--- config.mk ---
export PLATFORM = sky130hd
export DESIGN_NAME = acev_ram
export DESIGN_NICKNAME = d
export VERILOG_FILES = /design/src/hdl/acev_ram.sv
export SDC_FILE = /design/constraint.sdc
export NUM_CORES = 1
export LEC_CHECK = 0
export BUFFER_PORTS_ARGS = -buffer_cell sky130_fd_sc_hd__clkbuf_2
export CAP_MARGIN = 20
export CORE_AREA = 5 5 202 204
export CTS_CLUSTER_SIZE = 8
export DETAILED_ROUTE_END_ITERATION = 8
export DIE_AREA = 0 0 207 209
export PLACE_DENSITY = 0.77
export SETUP_SLACK_MARGIN = 0.02
export SYNTH_ARGS = -nofsm -noshare
export SYNTH_HDL_FRONTEND = slang
export SYNTH_SLANG_ARGS = --single-unit
export TNS_END_PERCENT = 1
--- constraint.sdc ---
create_clock -name clk -period 7.76 [get_ports clk]
set_input_delay 1.164 -clock clk [delete_from_list [all_inputs] [get_ports clk]]
set_output_delay 1.164 -clock clk [all_outputs]
set_load 0.02 [all_outputs]
--- src/hdl/acev_ram.sv ---
module acev_ram #(
  parameter int Width = 32,
  parameter int Depth = 16,
  localparam int AddrW = (Depth > 1) ? $clog2(Depth) : 1
) (
  input  logic             clk,
  input  logic             we,
  input  logic [AddrW-1:0] waddr,
  input  logic [Width-1:0] wdata,
  input  logic [AddrW-1:0] raddr,
  output logic [Width-1:0] rdata
);

  logic [Width-1:0] mem [Depth];

  // One write port and one registered read port.
  always_ff @(posedge clk) begin
    if (we) begin
      mem[waddr] <= wdata;
    end
    rdata <= mem[raddr];
  end

endmodule

# == After elaboration in Yosys (flattened, before gate mapping) ==
# Memories as Yosys holds them, arrays and structs flattened. A register that Yosys moved wholly into a read port is not among the register bits.
# Cells that the tools add are included.
# totals
output_inout_bits,32
in_bits,42
n_memories,1
reg_bits,0
ramBits,512
# op_classes
muxes,2
# mem_list
memory,depth,word_bits,read_ports,rd_clocked_by_memory_dff,wr,line,source
mem,16,32,1,1,1,14,logic [Width-1:0] mem [Depth];
# op_table
operator,count
two-way mux 1 bit,2

# == Longest topological paths before layout ==
# logic_depth
ltp_word,2
mapped_depth,5
mapped_depth_nobuf,3

# == Worst setup path before layout ==
# OpenSTA, ideal clock, no wires.
# synth_timing
path_kind,input -> register
from,in waddr[2]
to,"mem mem[0][0], enable pin"
setup_ns,0.461
n_path_buf,0
required_ns,7.299
stages,2
t_arrival_ns,3.882
slack_ns,3.416
cell_sequence,or3b_2 -> nor3_1
# synth_lines
element,line,source
from (decl),8,"input logic [AddrW-1:0] waddr,"
to (decl),14,
# No word-level cell before the write port.

==> results by group <==
Outcome
  – Status: finished clean

STA
  – Part of the cycle the worst path needs: 0.422
  – Worst Tran Pin Value: about 1100 ps
  – RSZ-0062 raised after global routing: no
  – Minimum clock period: 3270 ps
  – Final setup skew: approximately 18 ps
  – Max-slew violations: 0
  – Rel. slew slack: 0.268
  – TNS Setup: 0 ps
  – Fmax: ~310 MHz
  – Hold Slack: approximately 660 ps
  – Final hold viol count: 0
  – Setup violators final: 0

Power
  – Reg power frac: 0.495
  – Power per cell area: about 290 nW/µm²
  – Worst VDD drop: 0.169 mV
  – Switch share: 0.204
  – Combinational share of power: 0.045
  – Static Leak: around 7.5 nW
  – Psw: about 1.4 mW
  – Clk pwr share: 0.460
  – Pint: between 5 and 6 mW

Drt
  – Initial drt markers: between 1,000 and 1,500
  – Vias: between 9,000 and 10,000
  – DR pass1 iterations: 8
  – Per-cell routed wire length: roughly 28 µm
  – Drt drc: 0
  – Final ANT Viol Nets: 0
  – Detailed Route WL: about 43 mm
  – Via density: approximately 6

Place
  – RD Place Congestion: 0.683
  – Post-DP Area: 21,000 µm²
  – Cells after DPL: 1,414
  – IO Port Bufs: 73
  – Post-DP HPWL: approximately 19 mm

Die
  – Starting density of the core: 0.508
  – Ports: 74
  – Chip Width: ~210 µm
  – Core ar.: ~40,000 µm²
  – Die area: roughly 43,000 µm²
  – Rows: 73
  – Die height: 209 µm

Clocking
  – Post-CTS Hold Fix Bufs: 0
  – CTS Buf Count: 77
  – Clock root buffer: clkbuf_16
  – Reg clk slew, reported paths: approximately 50 ps
  – Bufs on Longest Clock Path: 3
  – Post-cts sizing count: 0
  – Clock Latency Late Sink: approximately 580 ps
  – TritonCTS clock tree: done
  – H-tree levels: 3
  – CTS Sinks: between 500 and 600
  – Post-CTS Setup Bufs: 0

Yosys
  – Post-synthesis cell area: 19,900 µm²
  – Post-synthesis simple-gate area fraction: 0.0127
  – Synth cell count leaders: edfxtp_1 (512), mux4_2 (128), a22oi_1 (64)
  – Area fraction of the dominant cell type after synthesis: 0.774
  – Yosys warns: 0
  – Dominant synthesized flop cell: edfxtp_1
  – Sequential area share after synthesis: 0.807
  – Ys async rst share: 0
  – Syn nets: 880
  – Combinational family with the most area after synthesis: multiplexers
  – Synth area leaders: edfxtp_1 (77%), mux4_2 (15%), dfxtp_1 (3.2%), a22oi_1 (2.4%), nand2_1 (0.62%)
  – Syn Area/Cell: between 20 and 25 µm²
  – Adder-Cell Fraction of Synth Area: 0
  – #FFs+latches synth: approximately 540
  – Synth cell types: 18
  – Most frequent cell after synthesis: edfxtp_1
  – Post-synth top area cell: edfxtp_1
  – Post-Syn Instances: between 800 and 900
  – Post-Synth XOR/XNOR Area: 0
  – Mux cell area share after synthesis: 0.145
  – Synth Area in Compound Gates: 0.0242
  – Post-synth EDFFs: slightly above 500

Global route
  – GRT Total Usage: 0.199
  – Gr ovfl total: 0
  – First-pass GRT wire length: around 64 mm
  – Vias in the first global route: ~10,000
  – Initial antenna violation count: 2
  – Largest net degree at the start of global routing: between 80 and 90

Setup path
  – Kind of critical path: input pin to register
  – Critical path peak fanout: 68
  – CP most frequent cell: buf_4
  – Worst Path Arrival: between 3000 and 4000 ps
  – Worst r2r src: mem[8][25]$_DFFE_PP_
  – CP endpoint kind: register
  – Critical Path RT: approximately 8200 ps
  – CP Launch Type: input pin
  – CP top delay family: buffers and inverters
  – Slowest cell on the critical path: buf_4
  – Slowest stage delay, CP: 870 ps
  – CP startpoint: raddr[1]
  – Critical-path cell list: buf_4 -> buf_4 -> mux4_2 -> a22oi_1 -> nand2_1
  – CP bufs+invs: 2

Final layout
  – Fill count: between 2,000 and 3,000
  – Layout cells sized above 1: 0.317
  – Fin area: between 20,000 and 25,000 µm²
  – Final Core Density: 0.595
  – Final nets: slightly above 1,000
  – Non-Filler Instances: between 1,500 and 2,000
  – Area grow syn2layout: 17.1%

Hold path
  – HP Class: register to register
  – Min-delay src: mem[14][2]$_DFFE_PP_

Flow run
  – Max Cap Violations: 0
==> cell type report <==
type / count / area [µm²] / area share
Timing Repair Buffer: 95 / 562 / 0.0242
Sequential cell: 544 / 16000 / 0.689
Multi-Input combinational cell: 251 / 3750 / 0.161
Antenna cell: 1 / 2.50 / 0.000108
Tap cell: 525 / 657 / 0.0283
Clock buffer: 138 / 2220 / 0.0955
Clock inverter: 3 / 45.0 / 0.00194
==> placed cells by master (no fill, tap or decap) <==
master | synthesis | routed
edfxtp_1 | 512 | 512
mux4_2 | 128 | 128
clkbuf_16 | 0 | 80
clkbuf_2 | 0 | 71
a22oi_1 | 64 | 64
clkbuf_1 | 17 | 58
nand2_1 | 33 | 33
dfxtp_1 | 32 | 32
buf_4 | 11 | 22
nor2_4 | 0 | 13
nor3_2 | 0 | 4
nor2b_4 | 0 | 2
nand3b_1 | 2 | 2
nand2b_1 | 2 | 2
diode_2 | 0 | 1
and2_2 | 0 | 1
nand3_1 | 1 | 1
or3b_2 | 1 | 1
inv_6 | 0 | 1
inv_16 | 0 | 1
clkinv_8 | 0 | 1
clkbuf_8 | 0 | 1
buf_16 | 0 | 1
==> worst reg2reg max path, stage by stage, from the launching register on <==
cell and delay (ps):
edfxtp_1 400, mux4_2 480, a22oi_1 280, nand2_1 130
==> sequential cells by signal, summed over array words and instances, names as in the netlist <==
name   cells
mem      512
rdata     32
==> path summary, 6_finish.rpt <==
path	endpoint	slack, ps	depth (start not counted)
worst min register to register	rdata[2]$_DFF_P_	660	3
worst max register to register	rdata[25]$_DFF_P_	6320	3
worst min-delay path	rdata[2]$_DFF_P_	660	3
worst max-delay path	rdata[25]$_DFF_P_	4490	5
==> routing by layer <==
| metal | vias to the layer above | global-route usage | wire [µm] |
|---|---|---|---|
| li1 | 3848 | - | - |
| met1 | 4881 | 0.248 | 16100 |
| met2 | 443 | 0.347 | 22700 |
| met3 | 88 | 0.0462 | 3050 |
| met4 | 2 | 0.0700 | 981 |
| met5 | - | 0 | 13 |
==> power by group through the flow <==
| stage | sequential [mW] | clock, mW | combinational (mW) |
|---|---|---|---|
| 3_3_place_gp | 3.37 | 0 | 0.291 |
| 4_1_cts | 3.32 | 3.12 | 0.303 |
| 5_1_grt | 3.32 | 3.27 | 0.322 |
| 2_1_floorplan | 3.39 | 0 | 0.158 |
| 6_report | 3.32 | 3.08 | 0.300 |
| 3_5_place_dp | 3.37 | 0 | 0.297 |
==> stage by stage <==
step           worst slack (ps)  total power, mW
2_1_floorplan              3420             3.54
3_3_place_gp               3800             3.66
3_5_place_dp               3770             3.67
4_1_cts                    4340             6.74
5_1_grt                    4260             6.91
6_report                   4490             6.69
==> cell families after synthesis <==
family / after synthesis
buffers and inverters: 43
and+or+nand+nor: 59
DFF: 544
muxes: 128
AOI/OAI and AO/OA: 64
Note: power is estimated with default switching activity, not from simulation.
